$ cat config.mk
export PLATFORM = sky130hd
export DESIGN_NAME = dmx_effect_slot_generator_top
export DESIGN_NICKNAME = d
export VERILOG_FILES = /design/src/hw/rtl/dmx_esg_pkg.sv /design/src/hw/rtl/dmx_effect_slot_generator_top.sv /design/src/hw/rtl/dmx_esg_queue.sv /design/src/hw/rtl/dmx_esg_front.sv /design/src/hw/rtl/dmx_esg_back.sv
export SDC_FILE = /design/constraint.sdc
export NUM_CORES = 1
export LEC_CHECK = 0
export BUFFER_PORTS_ARGS = -buffer_cell sky130_fd_sc_hd__buf_2
export CORE_MARGIN = 5
export CORE_UTILIZATION = 30
export DETAILED_ROUTE_END_ITERATION = 8
export HOLD_SLACK_MARGIN = 0.05
export PLACE_DENSITY = 0.5
export SLEW_MARGIN = 20
export SYNTH_ARGS = -nofsm -noshare
export SYNTH_HDL_FRONTEND = slang
export SYNTH_HIERARCHICAL = 1
export SYNTH_SLANG_ARGS = --single-unit
export TNS_END_PERCENT = 30
$ cat constraint.sdc
create_clock -name clk -period 8.7 [get_ports clk]
set_input_delay 0.435 -clock clk [delete_from_list [all_inputs] [get_ports clk]]
set_output_delay 0.435 -clock clk [all_outputs]
set_load 0.1 [all_outputs]
$ cat src/hw/rtl/dmx_esg_pkg.sv
// ----------------------------------------------------------------------------
// DMX effect slot generator package
// Shared payload types, register indexes and effect codes.
// ----------------------------------------------------------------------------
package dmx_esg_pkg;

    localparam int CFG_IDX_W  = 3;
    localparam int CFG_DATA_W = 16;

    localparam logic [CFG_IDX_W-1:0] REG_SLOT_ACTIVE   = 3'd0;
    localparam logic [CFG_IDX_W-1:0] REG_EFFECT_SELECT = 3'd1;
    localparam logic [CFG_IDX_W-1:0] REG_TICK_DIVIDER  = 3'd2;
    localparam logic [CFG_IDX_W-1:0] REG_START_ADDRESS = 3'd3;
    localparam logic [CFG_IDX_W-1:0] REG_UNIVERSE_ID   = 3'd4;
    localparam logic [CFG_IDX_W-1:0] REG_DEVICE_COUNT  = 3'd5;
    localparam logic [CFG_IDX_W-1:0] REG_DEVICE_GAP    = 3'd6;

    localparam logic [2:0] FX_RAINBOW = 3'd0;
    localparam logic [2:0] FX_RANDOM  = 3'd1;
    localparam logic [2:0] FX_FIRE    = 3'd2;
    localparam logic [2:0] FX_WATER   = 3'd3;
    localparam logic [2:0] FX_RGB     = 3'd4;

    localparam logic [2:0] PH_RB_RED   = 3'd0;
    localparam logic [2:0] PH_RB_GREEN = 3'd1;
    localparam logic [2:0] PH_RB_BLUE  = 3'd2;
    localparam logic [2:0] PH_WT_RED_UP   = 3'd1;
    localparam logic [2:0] PH_WT_GREEN_UP = 3'd2;
    localparam logic [2:0] PH_WT_RED_DN   = 3'd3;
    localparam logic [2:0] PH_WT_GREEN_DN = 3'd4;

    localparam logic [1:0] STEP_RED   = 2'd0;
    localparam logic [1:0] STEP_GREEN = 2'd1;
    localparam logic [1:0] STEP_BLUE  = 2'd2;

    localparam logic [1:0] CH_RED   = 2'd0;
    localparam logic [1:0] CH_GREEN = 2'd1;
    localparam logic [1:0] CH_BLUE  = 2'd2;

    localparam logic [7:0] WATER_RED_PEAK   = 8'd21;
    localparam logic [7:0] WATER_GREEN_PEAK = 8'd170;
    localparam logic [7:0] FIRE_RED_BASE    = 8'd150;
    localparam logic [7:0] FIRE_GREEN_BASE  = 8'd69;

    typedef struct packed {
        logic [7:0] random_a;
        logic [7:0] random_b;
        logic [7:0] random_c;
    } tick_t;

    typedef struct packed {
        logic [7:0]  out_universe;
        logic [15:0] out_address;
        logic [7:0]  out_value;
        logic        out_last;
    } result_t;

    // One firing tick handed from the front to the back.
    typedef struct packed {
        logic [7:0]  universe;
        logic [15:0] start_addr;
        logic [7:0]  gap;
        logic [4:0]  devs;
        logic [7:0]  red;
        logic [7:0]  green;
        logic [7:0]  blue;
    } job_t;

endpackage

$ cat src/hw/rtl/dmx_effect_slot_generator_top.sv
// ----------------------------------------------------------------------------
// DMX effect slot generator
// One lighting effect slot driving a row of RGB devices on a DMX universe.
//
//   Channel   Handshake             Payload
//   ticks     push / full           tick   (random_a, random_b, random_c)
//   writes    pop / empty           result (universe, address, value, last)
//   config    cfg_valid / cfg_ready cfg_index, cfg_data
//
// A tick is taken while full is low; the front end updates the effect at once.
// A firing tick becomes a job in a two-entry queue; the back end first loads
// it and then produces 3 x devices writes at one per cycle while the output
// register is empty or being taken by pop.
// full rises while both queue entries are taken; a stalled pop holds the
// output register and stalls only the back end. Reset is asynchronous.
// ----------------------------------------------------------------------------
module dmx_effect_slot_generator_top
    import dmx_esg_pkg::*;
#(
    parameter int MAX_DEVICES = 16
)
(
    input  logic                  clk,
    input  logic                  rst_n,
    input  logic                  push,
    output logic                  full,
    input  tick_t                 tick,
    output logic                  empty,
    input  logic                  pop,
    output result_t               result,
    input  logic                  cfg_valid,
    output logic                  cfg_ready,
    input  logic [CFG_IDX_W-1:0]  cfg_index,
    input  logic [CFG_DATA_W-1:0] cfg_data
);

    logic    q_full;
    logic    q_empty;
    logic    job_push;
    job_t    job_in;
    job_t    job_head;
    logic    job_pop;
    logic    res_valid;
    logic    tick_en;
    logic    cfg_we;

    assign cfg_ready = 1'b1;
    assign cfg_we    = cfg_valid && cfg_ready;
    assign full      = q_full;
    assign tick_en   = push && !q_full;
    assign empty     = !res_valid;

    dmx_esg_front #(
        .MAX_DEVICES (MAX_DEVICES)
    ) u_front (
        .clk       (clk),
        .rst_n     (rst_n),
        .cfg_we    (cfg_we),
        .cfg_idx   (cfg_index),
        .cfg_wdata (cfg_data),
        .tick_en   (tick_en),
        .tick_in   (tick),
        .job_push  (job_push),
        .job_out   (job_in)
    );

    dmx_esg_queue u_queue (
        .clk     (clk),
        .rst_n   (rst_n),
        .wr_en   (job_push),
        .wr_job  (job_in),
        .q_full  (q_full),
        .rd_en   (job_pop),
        .rd_job  (job_head),
        .q_empty (q_empty)
    );

    dmx_esg_back u_back (
        .clk       (clk),
        .rst_n     (rst_n),
        .q_empty   (q_empty),
        .q_job     (job_head),
        .q_pop     (job_pop),
        .res_out   (result),
        .res_valid (res_valid),
        .res_take  (pop)
    );

endmodule

$ cat src/hw/rtl/dmx_esg_queue.sv
// ----------------------------------------------------------------------------
// DMX effect slot job queue
// Two-entry queue of firing-tick jobs between the front and the back.
// ----------------------------------------------------------------------------
module dmx_esg_queue
    import dmx_esg_pkg::*;
(
    input  logic clk,
    input  logic rst_n,
    input  logic wr_en,
    input  job_t wr_job,
    output logic q_full,
    input  logic rd_en,
    output job_t rd_job,
    output logic q_empty
);

    job_t       slot_reg [2];
    logic       wr_ptr_reg;
    logic       wr_ptr_next;
    logic       rd_ptr_reg;
    logic       rd_ptr_next;
    logic [1:0] count_reg;
    logic [1:0] count_next;
    logic       do_wr;
    logic       do_rd;

    assign q_full  = (count_reg == 2'd2);
    assign q_empty = (count_reg == 2'd0);
    assign do_wr   = wr_en && !q_full;
    assign do_rd   = rd_en && !q_empty;
    assign rd_job  = slot_reg[rd_ptr_reg];

    always_comb
    begin
        wr_ptr_next = do_wr ? !wr_ptr_reg : wr_ptr_reg;
        rd_ptr_next = do_rd ? !rd_ptr_reg : rd_ptr_reg;
        count_next  = count_reg + 2'(do_wr) - 2'(do_rd);
    end

    always_ff @(posedge clk or negedge rst_n)
    begin
        if (!rst_n)
        begin
            wr_ptr_reg <= 1'b0;
            rd_ptr_reg <= 1'b0;
            count_reg  <= 2'd0;
        end
        else
        begin
            wr_ptr_reg <= wr_ptr_next;
            rd_ptr_reg <= rd_ptr_next;
            count_reg  <= count_next;
        end
    end

    always_ff @(posedge clk)
    begin
        if (do_wr)
        begin
            slot_reg[wr_ptr_reg] <= wr_job;
        end
    end

endmodule

$ cat src/hw/rtl/dmx_esg_front.sv
// ----------------------------------------------------------------------------
// DMX effect slot front end
// Holds the configuration, divides the tick rate, advances the selected
// effect and emits a job on each firing tick of a known effect with devs > 0.
// ----------------------------------------------------------------------------
module dmx_esg_front
    import dmx_esg_pkg::*;
#(
    parameter int MAX_DEVICES = 16
)
(
    input  logic                  clk,
    input  logic                  rst_n,
    input  logic                  cfg_we,
    input  logic [CFG_IDX_W-1:0]  cfg_idx,
    input  logic [CFG_DATA_W-1:0] cfg_wdata,
    input  logic                  tick_en,
    input  tick_t                 tick_in,
    output logic                  job_push,
    output job_t                  job_out
);

    logic        slot_active_reg,   slot_active_next;
    logic [2:0]  effect_select_reg, effect_select_next;
    logic [7:0]  tick_divider_reg,  tick_divider_next;
    logic [15:0] start_address_reg, start_address_next;
    logic [7:0]  universe_id_reg,   universe_id_next;
    logic [4:0]  device_count_reg,  device_count_next;
    logic [7:0]  device_gap_reg,    device_gap_next;

    logic [7:0]  tick_count_reg,   tick_count_next;
    logic [7:0]  level_red_reg,    level_red_next;
    logic [7:0]  level_green_reg,  level_green_next;
    logic [7:0]  level_blue_reg,   level_blue_next;
    logic [2:0]  effect_phase_reg, effect_phase_next;
    logic [7:0]  water_red_reg,    water_red_next;
    logic [7:0]  water_green_reg,  water_green_next;
    logic [1:0]  rgb_step_reg,     rgb_step_next;

    logic        fire;
    logic        known_effect;
    logic [4:0]  devs;
    logic [15:0] rb_prod;
    logic [5:0]  rb_quot;
    logic [7:0]  rb_rem;
    logic [2:0]  wt_phase;
    logic [7:0]  wt_red;
    logic [7:0]  wt_green;

    assign devs = (device_count_reg > 5'(MAX_DEVICES)) ? 5'(MAX_DEVICES) : device_count_reg;

    // random_b mod 5 by reciprocal multiplication; exact for 8-bit values.
    assign rb_prod = 16'(tick_in.random_b) * 16'd205;
    assign rb_quot = rb_prod[15:10];
    assign rb_rem  = tick_in.random_b - (8'(rb_quot) * 8'd5);

    assign fire = (tick_count_reg >= tick_divider_reg);

    always_comb
    begin
        slot_active_next   = slot_active_reg;
        effect_select_next = effect_select_reg;
        tick_divider_next  = tick_divider_reg;
        start_address_next = start_address_reg;
        universe_id_next   = universe_id_reg;
        device_count_next  = device_count_reg;
        device_gap_next    = device_gap_reg;
        tick_count_next    = tick_count_reg;
        level_red_next     = level_red_reg;
        level_green_next   = level_green_reg;
        level_blue_next    = level_blue_reg;
        effect_phase_next  = effect_phase_reg;
        water_red_next     = water_red_reg;
        water_green_next   = water_green_reg;
        rgb_step_next      = rgb_step_reg;
        known_effect       = 1'b0;
        wt_phase           = effect_phase_reg;
        wt_red             = water_red_reg;
        wt_green           = water_green_reg;

        if (cfg_we && cfg_idx <= REG_DEVICE_GAP)
        begin
            case (cfg_idx)
                REG_SLOT_ACTIVE:   slot_active_next   = cfg_wdata[0];
                REG_EFFECT_SELECT: effect_select_next = cfg_wdata[2:0];
                REG_TICK_DIVIDER:  tick_divider_next  = cfg_wdata[7:0];
                REG_START_ADDRESS: start_address_next = cfg_wdata;
                REG_UNIVERSE_ID:   universe_id_next   = cfg_wdata[7:0];
                REG_DEVICE_COUNT:  device_count_next  = cfg_wdata[4:0];
                REG_DEVICE_GAP:    device_gap_next    = cfg_wdata[7:0];
                default:           slot_active_next   = slot_active_reg;
            endcase
            // Any write to a defined register restarts the effect that is now selected.
            case (effect_select_next)
                FX_RAINBOW:
                begin
                    level_red_next    = 8'd255;
                    level_green_next  = 8'd0;
                    level_blue_next   = 8'd0;
                    effect_phase_next = PH_RB_RED;
                end
                FX_WATER:
                begin
                    water_red_next    = 8'd0;
                    water_green_next  = 8'd0;
                    effect_phase_next = 3'd0;
                end
                FX_RGB:  rgb_step_next = STEP_RED;
                default: rgb_step_next = rgb_step_reg;
            endcase
            tick_count_next = tick_divider_next;
        end
        else if (tick_en && slot_active_reg)
        begin
            tick_count_next = fire ? 8'd0 : tick_count_reg + 8'd1;
            if (fire)
            begin
                known_effect = 1'b1;
                case (effect_select_reg)
                    FX_RAINBOW:
                    begin
                        case (effect_phase_reg)
                            PH_RB_RED:
                            begin
                                if (level_red_reg > 8'd1)
                                begin
                                    level_red_next   = level_red_reg - 8'd1;
                                    level_green_next = level_green_reg + 8'd1;
                                end
                                else
                                begin
                                    effect_phase_next = PH_RB_GREEN;
                                end
                            end
                            PH_RB_GREEN:
                            begin
                                if (level_green_reg > 8'd1)
                                begin
                                    level_green_next = level_green_reg - 8'd1;
                                    level_blue_next  = level_blue_reg + 8'd1;
                                end
                                else
                                begin
                                    effect_phase_next = PH_RB_BLUE;
                                end
                            end
                            PH_RB_BLUE:
                            begin
                                if (level_blue_reg > 8'd1)
                                begin
                                    level_blue_next = level_blue_reg - 8'd1;
                                    level_red_next  = level_red_reg + 8'd1;
                                end
                                else
                                begin
                                    effect_phase_next = PH_RB_RED;
                                end
                            end
                            default: effect_phase_next = effect_phase_reg;
                        endcase
                    end
                    FX_RANDOM:
                    begin
                        level_red_next   = tick_in.random_a;
                        level_green_next = tick_in.random_b;
                        level_blue_next  = tick_in.random_c;
                    end
                    FX_FIRE:
                    begin
                        level_red_next   = FIRE_RED_BASE + {2'b00, tick_in.random_a[5:0]};
                        level_green_next = FIRE_GREEN_BASE + {3'b000, tick_in.random_b[4:0]};
                        level_blue_next  = 8'd0;
                    end
                    FX_WATER:
                    begin
                        // A new wave picks its color from the coin bit, then rises
                        // to its peak and falls back to zero.
                        if (water_red_reg == 8'd0 && water_green_reg == 8'd0)
                        begin
                            wt_phase = tick_in.random_a[0] ? PH_WT_RED_UP : PH_WT_GREEN_UP;
                        end
                        if (water_red_reg == WATER_RED_PEAK)
                        begin
                            wt_phase = PH_WT_RED_DN;
                        end
                        if (water_green_reg == WATER_GREEN_PEAK)
                        begin
                            wt_phase = PH_WT_GREEN_DN;
                        end
                        case (wt_phase)
                            PH_WT_RED_UP:   wt_red   = water_red_reg + 8'd1;
                            PH_WT_GREEN_UP: wt_green = water_green_reg + 8'd1;
                            PH_WT_RED_DN:   wt_red   = water_red_reg - 8'd1;
                            PH_WT_GREEN_DN: wt_green = water_green_reg - 8'd1;
                            default:        wt_red   = water_red_reg;
                        endcase
                        effect_phase_next = wt_phase;
                        water_red_next    = wt_red;
                        water_green_next  = wt_green;
                        level_red_next    = (wt_red >= rb_rem) ? wt_red - rb_rem : 8'd0;
                        level_green_next  = (wt_green >= rb_rem) ? wt_green - rb_rem : 8'd0;
                        level_blue_next   = 8'd255 - rb_rem;
                    end
                    FX_RGB:
                    begin
                        case (rgb_step_reg)
                            STEP_GREEN:
                            begin
                                level_red_next   = 8'd0;
                                level_green_next = 8'd255;
                                level_blue_next  = 8'd0;
                                rgb_step_next    = STEP_BLUE;
                            end
                            STEP_BLUE:
                            begin
                                level_red_next   = 8'd0;
                                level_green_next = 8'd0;
                                level_blue_next  = 8'd255;
                                rgb_step_next    = STEP_RED;
                            end
                            default:
                            begin
                                level_red_next   = 8'd255;
                                level_green_next = 8'd0;
                                level_blue_next  = 8'd0;
                                rgb_step_next    = STEP_GREEN;
                            end
                        endcase
                    end
                    default: known_effect = 1'b0;
                endcase
            end
        end
    end

    assign job_push = tick_en && !cfg_we && slot_active_reg && fire && known_effect
                      && (devs != 5'd0);

    always_comb
    begin
        job_out.universe   = universe_id_reg;
        job_out.start_addr = start_address_reg;
        job_out.gap        = device_gap_reg;
        job_out.devs       = devs;
        job_out.red        = level_red_next;
        job_out.green      = level_green_next;
        job_out.blue       = level_blue_next;
    end

    always_ff @(posedge clk or negedge rst_n)
    begin
        if (!rst_n)
        begin
            slot_active_reg   <= 1'b0;
            effect_select_reg <= FX_RAINBOW;
            tick_divider_reg  <= 8'd0;
            start_address_reg <= 16'd0;
            universe_id_reg   <= 8'd0;
            device_count_reg  <= 5'd0;
            device_gap_reg    <= 8'd0;
            tick_count_reg    <= 8'd0;
            level_red_reg     <= 8'd255;
            level_green_reg   <= 8'd0;
            level_blue_reg    <= 8'd0;
            effect_phase_reg  <= 3'd0;
            water_red_reg     <= 8'd0;
            water_green_reg   <= 8'd0;
            rgb_step_reg      <= STEP_RED;
        end
        else
        begin
            slot_active_reg   <= slot_active_next;
            effect_select_reg <= effect_select_next;
            tick_divider_reg  <= tick_divider_next;
            start_address_reg <= start_address_next;
            universe_id_reg   <= universe_id_next;
            device_count_reg  <= device_count_next;
            device_gap_reg    <= device_gap_next;
            tick_count_reg    <= tick_count_next;
            level_red_reg     <= level_red_next;
            level_green_reg   <= level_green_next;
            level_blue_reg    <= level_blue_next;
            effect_phase_reg  <= effect_phase_next;
            water_red_reg     <= water_red_next;
            water_green_reg   <= water_green_next;
            rgb_step_reg      <= rgb_step_next;
        end
    end

endmodule

$ cat src/hw/rtl/dmx_esg_back.sv
// ----------------------------------------------------------------------------
// DMX effect slot back end
// Expands one job into three channel writes per device, one per cycle while
// the output is empty or being taken, into a single output register.
// ----------------------------------------------------------------------------
module dmx_esg_back
    import dmx_esg_pkg::*;
(
    input  logic    clk,
    input  logic    rst_n,
    input  logic    q_empty,
    input  job_t    q_job,
    output logic    q_pop,
    output result_t res_out,
    output logic    res_valid,
    input  logic    res_take
);

    job_t        cur_reg,       cur_next;
    logic        busy_reg,      busy_next;
    logic [1:0]  chan_reg,      chan_next;
    logic [4:0]  left_reg,      left_next;
    logic [15:0] addr_reg,      addr_next;
    result_t     out_reg,       out_next;
    logic        out_valid_reg, out_valid_next;
    logic        step;
    logic        last_write;
    logic [7:0]  chan_level;

    assign q_pop      = !busy_reg && !q_empty;
    assign step       = busy_reg && (!out_valid_reg || res_take);
    assign last_write = (chan_reg == CH_BLUE) && (left_reg == 5'd1);
    assign res_out    = out_reg;
    assign res_valid  = out_valid_reg;

    always_comb
    begin
        case (chan_reg)
            CH_RED:   chan_level = cur_reg.red;
            CH_GREEN: chan_level = cur_reg.green;
            default:  chan_level = cur_reg.blue;
        endcase
    end

    always_comb
    begin
        cur_next       = cur_reg;
        busy_next      = busy_reg;
        chan_next      = chan_reg;
        left_next      = left_reg;
        addr_next      = addr_reg;
        out_next       = out_reg;
        out_valid_next = out_valid_reg;

        if (res_take)
        begin
            out_valid_next = 1'b0;
        end

        if (q_pop)
        begin
            cur_next  = q_job;
            busy_next = 1'b1;
            chan_next = CH_RED;
            left_next = q_job.devs;
            addr_next = q_job.start_addr;
        end
        else if (step)
        begin
            out_next.out_universe = cur_reg.universe;
            out_next.out_address  = addr_reg;
            out_next.out_value    = chan_level;
            out_next.out_last     = last_write;
            out_valid_next        = 1'b1;
            if (chan_reg == CH_BLUE)
            begin
                // The gap is skipped after the blue channel of each device.
                chan_next = CH_RED;
                left_next = left_reg - 5'd1;
                addr_next = addr_reg + 16'd1 + {8'd0, cur_reg.gap};
                busy_next = !last_write;
            end
            else
            begin
                chan_next = chan_reg + 2'd1;
                addr_next = addr_reg + 16'd1;
            end
        end
    end

    always_ff @(posedge clk or negedge rst_n)
    begin
        if (!rst_n)
        begin
            busy_reg      <= 1'b0;
            out_valid_reg <= 1'b0;
            chan_reg      <= CH_RED;
            left_reg      <= 5'd0;
        end
        else
        begin
            busy_reg      <= busy_next;
            out_valid_reg <= out_valid_next;
            chan_reg      <= chan_next;
            left_reg      <= left_next;
        end
    end

    always_ff @(posedge clk)
    begin
        cur_reg  <= cur_next;
        addr_reg <= addr_next;
        out_reg  <= out_next;
    end

endmodule
* Word level (Yosys, flattened, before mapping)
Memories as Yosys holds them, arrays and structs flattened.
Cells that the tools add are included.
** Word-level totals
- ROM bits :: 0
- Bits in latches :: 0
- RAM bits :: 122
- Memories kept :: 1
- Logic and storage cells :: 252
- Flip-flop bits (word level) :: 204
- Output and inout port bits :: 36
** Memories
- u_queue.slot_reg :: words 2, bits a word 61, read ports 1, clocked after Yosys merged registers in 0, write ports 1, RTL line dmx_esg_queue.sv:18 : job_t slot_reg [2];
** Cells by class
- Eq/ne operators :: 33
- Mux-type cells :: 100
- Bitwise logic cells :: 1
- Add/sub/neg operators :: 23
- Reduce and logical (&&, ||, !) cells :: 52
- Div/mod/pow operators :: 0
- Shift-type cells :: 0
- Order comparisons :: 8
- Multipliers :: 2
** Operators with widths (number)
- 2-to-1 mux 8 bit :: 44
- case mux 8 bit (5 select lines) :: 3
- case mux 8 bit (2 select lines) :: 6
- adder 8 x 1 -> 8 bit (second input constant) :: 6
- 2-to-1 mux 16 bit :: 3
- 2-to-1 mux 3 bit :: 16
- subtractor 8 x 1 -> 8 bit (second input constant) :: 5
- == test 3 x 2 -> 1 bit (second input constant) :: 8
- greater-or-equal comparator 8 bit :: 3
- > comparator 8 x 1 -> 1 bit (second input constant) :: 3
- subtractor 8 bit :: 3
- 2-to-1 mux 5 bit :: 4
- == test 3 bit (second input constant) :: 6
- 2-to-1 mux 2 bit :: 9
- adder 16 x 1 -> 16 bit (second input constant) :: 1
- adder 16 x 8 -> 16 bit :: 1
- logical NOT 8 bit :: 2
- multiplier 8 x 8 -> 16 bit (second input constant) :: 1
- logical AND 1 bit :: 14
- AND reduction 2 bit :: 7
- == test 3 x 1 -> 1 bit (second input constant) :: 4
- logical NOT 3 bit :: 4
- 2-to-1 mux 1 bit :: 12
- inequality test 4 x 3 -> 1 bit (second input constant) :: 3
- 31 further kinds :: 51

* Logic depth before layout (Yosys ltp)
Gate-level depths: netlist of run 1.
- Depth in word-level cells :: 21
- Depth in mapped cells :: 32
- Depth with buffers taken out :: 32

* Cells and area by module
Netlist of run 1, hierarchy kept.
** By module, submodules not included
- dmx_esg_front :: cells each 1200, area an instance 9997.1 µm², times used 1, sequential area each 2562.5 µm²
- dmx_esg_queue :: cells each 208, area an instance 4901.0 µm², times used 1, sequential area each 3763.6 µm²
- dmx_esg_back :: cells each 339, area an instance 4504.3 µm², times used 1, sequential area each 2897.8 µm²
- dmx_effect_slot_generator_top :: cells each 4, area an instance 28.8 µm², times used 1, sequential area each 0.0 µm²

* Worst setup path before layout of run 1
No wires, ideal clock.
- Path kind :: input -> register
- From :: input port tick[10] (netlist name)
- To :: memory u_queue/slot_reg[0][10] (netlist name), data pin
- Stages :: 30
- Arrival :: 7046 ps
- Setup slack :: 1394 ps
- Library setup time :: 260 ps
- Cell sequence :: inv_1 ha_1 xnor2_1 ha_1 fa_1 inv_1 fa_1 inv_1 ha_1 nand2_1 nor3_1 a2111oi_2 o41ai_2 xnor2_1 inv_1 ha_1 fa_1 inv_1 ha_1 nand3_1 a21oi_1 nor3_1 xor2_1 ha_1 a21oi_1 a21boi_0 nor2_1 inv_1 maj3_1 a21o_1
** RTL lines
- start: declaration :: RTL line dmx_effect_slot_generator_top.sv:27 : input tick_t tick,
- end: declaration :: RTL line dmx_esg_queue.sv:18

==> flow_summary.ini, run 1 <==
[timing]
setup_viol = 0
relSlewSlack = 0.291
fin_crit_sh = 0.901
hold_viol = 0
max_clock_freq_mhz = 128
worstMarginPinSlew_ps = 1060
worst_clock_skew_ps = 24.0
slew_violations = 0
rsz0062_at_grt = false
tns_ps = 0
period_needed_ps = 7840

[critical_path]
cp.required_ps = 8990
cp.arrival_ps = 8130
start_kind = input port
cp_max_fo = 9
max_stage_delay_ps = 530
path_delay_family = adder cells
endpoint_kind = register
path_class = input port to register
cp_slowest_cell = fa_1
crit_buf_inv = 7

[synthesis]
yosys_warnings = 6
synth_flop_cell = edfxtp_1
yosysMostFrequentCell = edfxtp_1
ys_top_cells_by_area = edfxtp_1 33%, dfrtp_1 14%, ha_1 7.5%
netlist_area_mm2 = 0.0194
yosys-top-cells-count = 211 x edfxtp_1, 149 x nand2_1, 119 x nor2_1
ys_ff_latch = 326
ys_seq_area_frac = 0.475
synthCells = 1751
synth_area_leader_cell = edfxtp_1
async_flop_share = 0.353
synth_edf_count = 211
avgSynthCellArea_um2 = 11.1
synthDistinctLibCells = 98
yosysTopAreaCellShare = 0.326
syn-num-nets = 1936

[flow_run]
cap_violations = 0

[routing]
wl_per_cell_um = 19.0
dr.pass1.iters = 7
vias = 13600
final_antenna_net_count = 0
routed_wl_um = 51400
viasPerCell = 5.05
first_iter_violations = 973
drc_errors = 0

[clock_network]
cts_htree_levels = 2
post_cts_buffers = 0
cts.sinks = 326
clk_pin_slew_ps = 60
cts_root_buf = clkbuf_16
clockBufferDepth = 3
tritoncts = done
clock_latency_ps = 560
cts_made_buffers = 39

[floorplanning]
fp-row-count = 93
die_h_um = 265
fp.dieW_um = 265
die_area_mm2 = 0.0700
ios = 84
initial_core_util = 0.302
core_area_mm2 = 0.0643

[hold_path]
worstHoldPathType = input port to register

[global_route]
use_met2 = 0.236
grt_pass1_vias = 13700
met1_usage = 0.199
grt_pass1_wl_um = 81100
use_met3 = 0.0274
grt.busiest_layer = met2
grt_start_max_net_pins = 66
grt_use_total = 0.144
grt_antenna_before_repair = 4
overflow = 0

[place]
io_buffers = 82
dp_hpwl_um = 37200
gp_congestion = 0.819

[finish]
drive_above_1_share = 0.175
layout.nets = 1998
largest_reg_flops = 122
nFillCells = 6439
syn_to_final_growth_pct = 13.0

[outcome]
status = completed
-- worst register-to-register path: cells and delay by family, from the launching register on --
| family | cells | cell delay [ps] |
|---|---|---|
| adder cells (fa/ha/maj) | 2 | 720 |
| multiplexers | 1 | 300 |
| AND/OR/NAND/NOR | 10 | 2780 |
| AO/OA/AOI/OAI | 8 | 1690 |
| flip-flops | 1 | 450 |
| XOR/XNOR | 1 | 70 |
-- cell usage in the layout, fill, tap and decap left out, types with 14 or more instances in the layout --
cell type and count:
nand4_1 22, a21o_1 26, mux2i_1 24, nand3_1 46
a31oi_1 31, xor2_1 28, buf_4 20, nor2b_1 14
nor3_1 34, ha_1 117, inv_1 94, xnor2_1 56
buf_2 81, a21oi_1 84, o21ai_0 106, fa_1 20
mux2_2 51, edfxtp_1 211, a211oi_1 18, nand2_1 149
clkbuf_16 39, and3_1 19, nor2_1 118, dfrtp_1 106
mux2_4 59, or3_1 15
-- kinds of logic (layout without fill, tap and decap cells) --
family	Yosys count	in the layout	synth area share
other	1	4	0.000193
and+or+nand+nor	507	507	0.132
xor gates and xnor gates	88	88	0.0411
AOI/OAI and AO/OA	378	378	0.126
buffers and inverters	178	270	0.0418
muxes	135	135	0.0882
adders and majority gates	138	138	0.0965
DFF	326	326	0.475
-- timing repair --
action                                 CTS  global route
endpoints found under the hold margin   50             0
setup endpoints to repair                0             0
hold buffers                             1             0
resized for setup                        0             0
-- layout make-up --
type	count	area (um2)	area share
Inverter	96	360	0.0164
Clock inverter	22	243	0.0111
Sequential cell	326	9230	0.420
Timing Repair Buffer	103	577	0.0263
Tap cell	855	1070	0.0487
Antenna cell	3	7.51	0.000342
Clock buffer	49	1030	0.0471
Multi-Input combinational cell	1247	9440	0.430
-- final timing paths --
path	from	endpoint	depth (start not counted)	slack, ps
setup / recovery	tick[10]	u_queue/slot_reg[0][10]$_DFFE_PP_	31	860
hold / removal	cfg_data[9]	u_front/start_address_reg[9]$_DFFE_PN0P_	2	100
setup reg to reg	u_front/water_green_reg[0]$_DFFE_PN0P_	u_queue/slot_reg[1][23]$_DFFE_PP_	22	2500
hold reg to reg	u_back/cur_reg[53]$_DFFE_PP_	u_back/res_out[25]$_DFFE_PP_	0	400
max in group asynchronous	rst_n	u_queue/rd_ptr_reg$_DFFE_PN0P_	3	6710
min in group asynchronous	rst_n	u_front/start_address_reg[9]$_DFFE_PN0P_	2	480
-- per-layer routing --
| layer | wire [um] | up-vias | share of wire |
|---|---|---|---|
| met5 | 13 | - | 0.00025 |
| met2 | 24100 | 304 | 0.47 |
| met4 | 1020 | 2 | 0.020 |
| li1 | - | 6585 | - |
| met3 | 2420 | 75 | 0.047 |
| met1 | 23900 | 6678 | 0.46 |
-- metrics by stage --
step,instance area [um2],setup WS (ps),hold slack (ps),cells,util
5_1_grt,21900,376,78.6,2698,0.341
3_5_place_dp,20600,391,405,2625,0.321
3_3_place_gp,20600,620,402,2625,0.321
4_1_cts,21900,957,63.6,2697,0.341
6_report,22000,861,102,2701,0.341
2_1_floorplan,19400,1390,139,1751,-
Power of run 1 is not shown: default switching activity piles up to over one toggle a cycle in this logic, so the estimate is an artifact.
==> run 2: changes to the inputs <==
--- a/config.mk
+++ b/config.mk
@@ -11,9 +11,9 @@
 export DETAILED_ROUTE_END_ITERATION = 8
 export HOLD_SLACK_MARGIN = 0.05
 export PLACE_DENSITY = 0.5
+export REMOVE_ABC_BUFFERS = 1
 export SLEW_MARGIN = 20
 export SYNTH_ARGS = -nofsm -noshare
 export SYNTH_HDL_FRONTEND = slang
-export SYNTH_HIERARCHICAL = 1
 export SYNTH_SLANG_ARGS = --single-unit
 export TNS_END_PERCENT = 30
==> flow_summary.ini, run 2 <==
[timing]
period_needed_ps = 7610
max_clock_freq_mhz = 131
slew_violations = 0
tns_ps = 0
worst_clock_skew_ps = 28.3
hold_viol = 0
worstMarginPinSlew_ps = 1050
rsz0062_at_grt = false
relSlewSlack = 0.294
setup_viol = 0
setup_slack_ps = 1090
fin_crit_sh = 0.875

[clock_network]
clk_pin_slew_ps = 60
cts_root_buf = clkbuf_16
cts_made_buffers = 39
cts_htree_levels = 2
clockBufferDepth = 3
cts.sinks = 326
tritoncts = done
clock_latency_ps = 560

[finish]
drive_above_1_share = 0.156
mostFrequentLayoutCell = edfxtp_1
final_area_mm2 = 0.0212
layout.nets = 1972
mostFrequentLayoutCells = 211 x edfxtp_1, 129 x a21oi_1, 127 x nor2_1
syn_to_final_growth_pct = 13.5
stdcell_count = 2654
largest_reg_flops = 122

[outcome]
status = completed

[critical_path]
r2r_slack_ps = 2900
crit_buf_inv = 6
r2r-end = u_queue.slot_reg[1][16]$_DFFE_PP_
crit_top_cell = a21oi_1
crit_end = u_queue.slot_reg[1][16]$_DFFE_PP_
cp.arrival_ps = 7860
start_kind = input port
path_class = input port to register
cp_slowest_cell = fa_1
ff2ff_path_depth = 20
cp_max_fo = 6
cp.depth = 31
cp.required_ps = 8950
max_stage_delay_ps = 530
crit_start = tick[10]
endpoint_kind = register
path_delay_family = adder cells
r2r-start = u_front.water_green_reg[0]$_DFFE_PN0P_

[global_route]
overflow = 0
use_met3 = 0.0303
grt_use_total = 0.145
grt_pass1_wl_um = 77500
grt_pass1_vias = 13000
grt_start_max_net_pins = 62
grt_antenna_before_repair = 6
met1_usage = 0.204
use_met2 = 0.228
grt.busiest_layer = met2

[routing]
viasPerCell = 5.03
final_antenna_net_count = 0
first_iter_violations = 913
dr.pass1.iters = 5
routed_wl_um = 50200
wl_per_cell_um = 18.9
drc_errors = 0
vias = 13400

[synthesis]
async_flop_share = 0.353
yosys-top-cells-count = 211 x edfxtp_1, 129 x a21oi_1, 128 x nor2_1
avgSynthCellArea_um2 = 10.8
yosys_warnings = 0
synthDistinctLibCells = 89
ys_top_cells_by_area = edfxtp_1 34%, dfrtp_1 14%, ha_1 7.8%
synthCells = 1720
ys_ff_latch = 326
netlist_area_mm2 = 0.0187
yosysMostFrequentCell = edfxtp_1
yosysTopAreaCellShare = 0.340
synth_area_leader_cell = edfxtp_1
ys_seq_area_frac = 0.494
synth_flop_cell = edfxtp_1
synth_edf_count = 211

[place]
io_buffers = 82
dpl-instance-area_mm2 = 0.0200
dp_hpwl_um = 36100
gp_congestion = 0.914
dp_cells = 2581
pre_cts_ws_ps = 566

[floorplanning]
core_area_mm2 = 0.0617
initial_core_util = 0.302
die_area_mm2 = 0.0673
ios = 84
die_h_um = 259
fp-row-count = 91
fp.dieW_um = 259

[flow_run]
cap_violations = 0

[hold_path]
worstHoldPathType = input port to register
run 2: changes by cell type in the layout (fill, tap and decap cells not counted), moves of 9 or more:
cell | previous run | this run
mux2_2 | 51 | 93
o21a_1 | 11 | 2
nor2_1 | 118 | 127
inv_1 | 94 | 105
a21oi_1 | 84 | 129
mux2_4 | 59 | 0
nand2_1 | 149 | 123
run 2: routing by layer:
layer | wire length (um) | up-vias
met1 | 23500 | 6461
met5 | 36 | -
met2 | 22500 | 364
met4 | 1290 | 6
li1 | - | 6446
met3 | 2890 | 73
run 2: cells by family (layout without fill, tap and decap cells):
| logic type | after synthesis | after routing | share of synthesized area |
|---|---|---|---|
| multiplexers | 116 | 116 | 0.0685 |
| AO/OA/AOI/OAI | 406 | 406 | 0.136 |
| AND/OR/NAND/NOR | 469 | 469 | 0.123 |
| adder cells (fa/ha/maj) | 137 | 137 | 0.0999 |
| flip-flops | 326 | 326 | 0.494 |
| buffers and inverters | 182 | 278 | 0.0377 |
| XOR/XNOR | 83 | 83 | 0.0400 |
| other | 1 | 2 | 0.000201 |
run 2: worst min-delay path by stage:
stage / start / endpoint / slack (ps) / cells after the start
4_1_cts: cfg_data[9] / u_front.start_address_reg[9]$_DFFE_PN0P_ / 100 / 2
5_1_grt: cfg_data[8] / u_front.start_address_reg[8]$_DFFE_PN0P_ / 120 / 2
6_report: cfg_data[9] / u_front.start_address_reg[9]$_DFFE_PN0P_ / 140 / 2
3_5_place_dp: u_back.cur_reg[57]$_DFFE_PP_ / u_back.res_out[29]$_DFFE_PP_ / 410 / 0
2_1_floorplan: rst_n / u_back.busy_reg$_DFFE_PN0P_ / 140 / 0
3_3_place_gp: u_back.cur_reg[55]$_DFFE_PP_ / u_back.res_out[27]$_DFFE_PP_ / 410 / 0
run 2: layout make-up:
type	count	area (um2)
multi-input combinational	1212	8770
tap	837	1050
antenna	1	2.50
clock inverter	20	135
clock buffer	50	1040
inverter	108	405
timing repair buffer	100	558
fill	6257	40500
sequential	326	9230
run 2: timing repair:
| action | CTS | global route |
|---|---|---|
| resized for setup | 0 | 0 |
| hold buffers | 1 | 0 |
| buffers inserted | 0 | 0 |
| hold endpoints to repair | 23 | 0 |
run 2: through the flow:
stage	utilization	hold slack [ps]
2_1_floorplan	-	139
3_3_place_gp	0.323	407
3_5_place_dp	0.324	406
4_1_cts	0.343	101
5_1_grt	0.343	118
6_report	0.343	138
Power of run 2 is left out for the same reason.
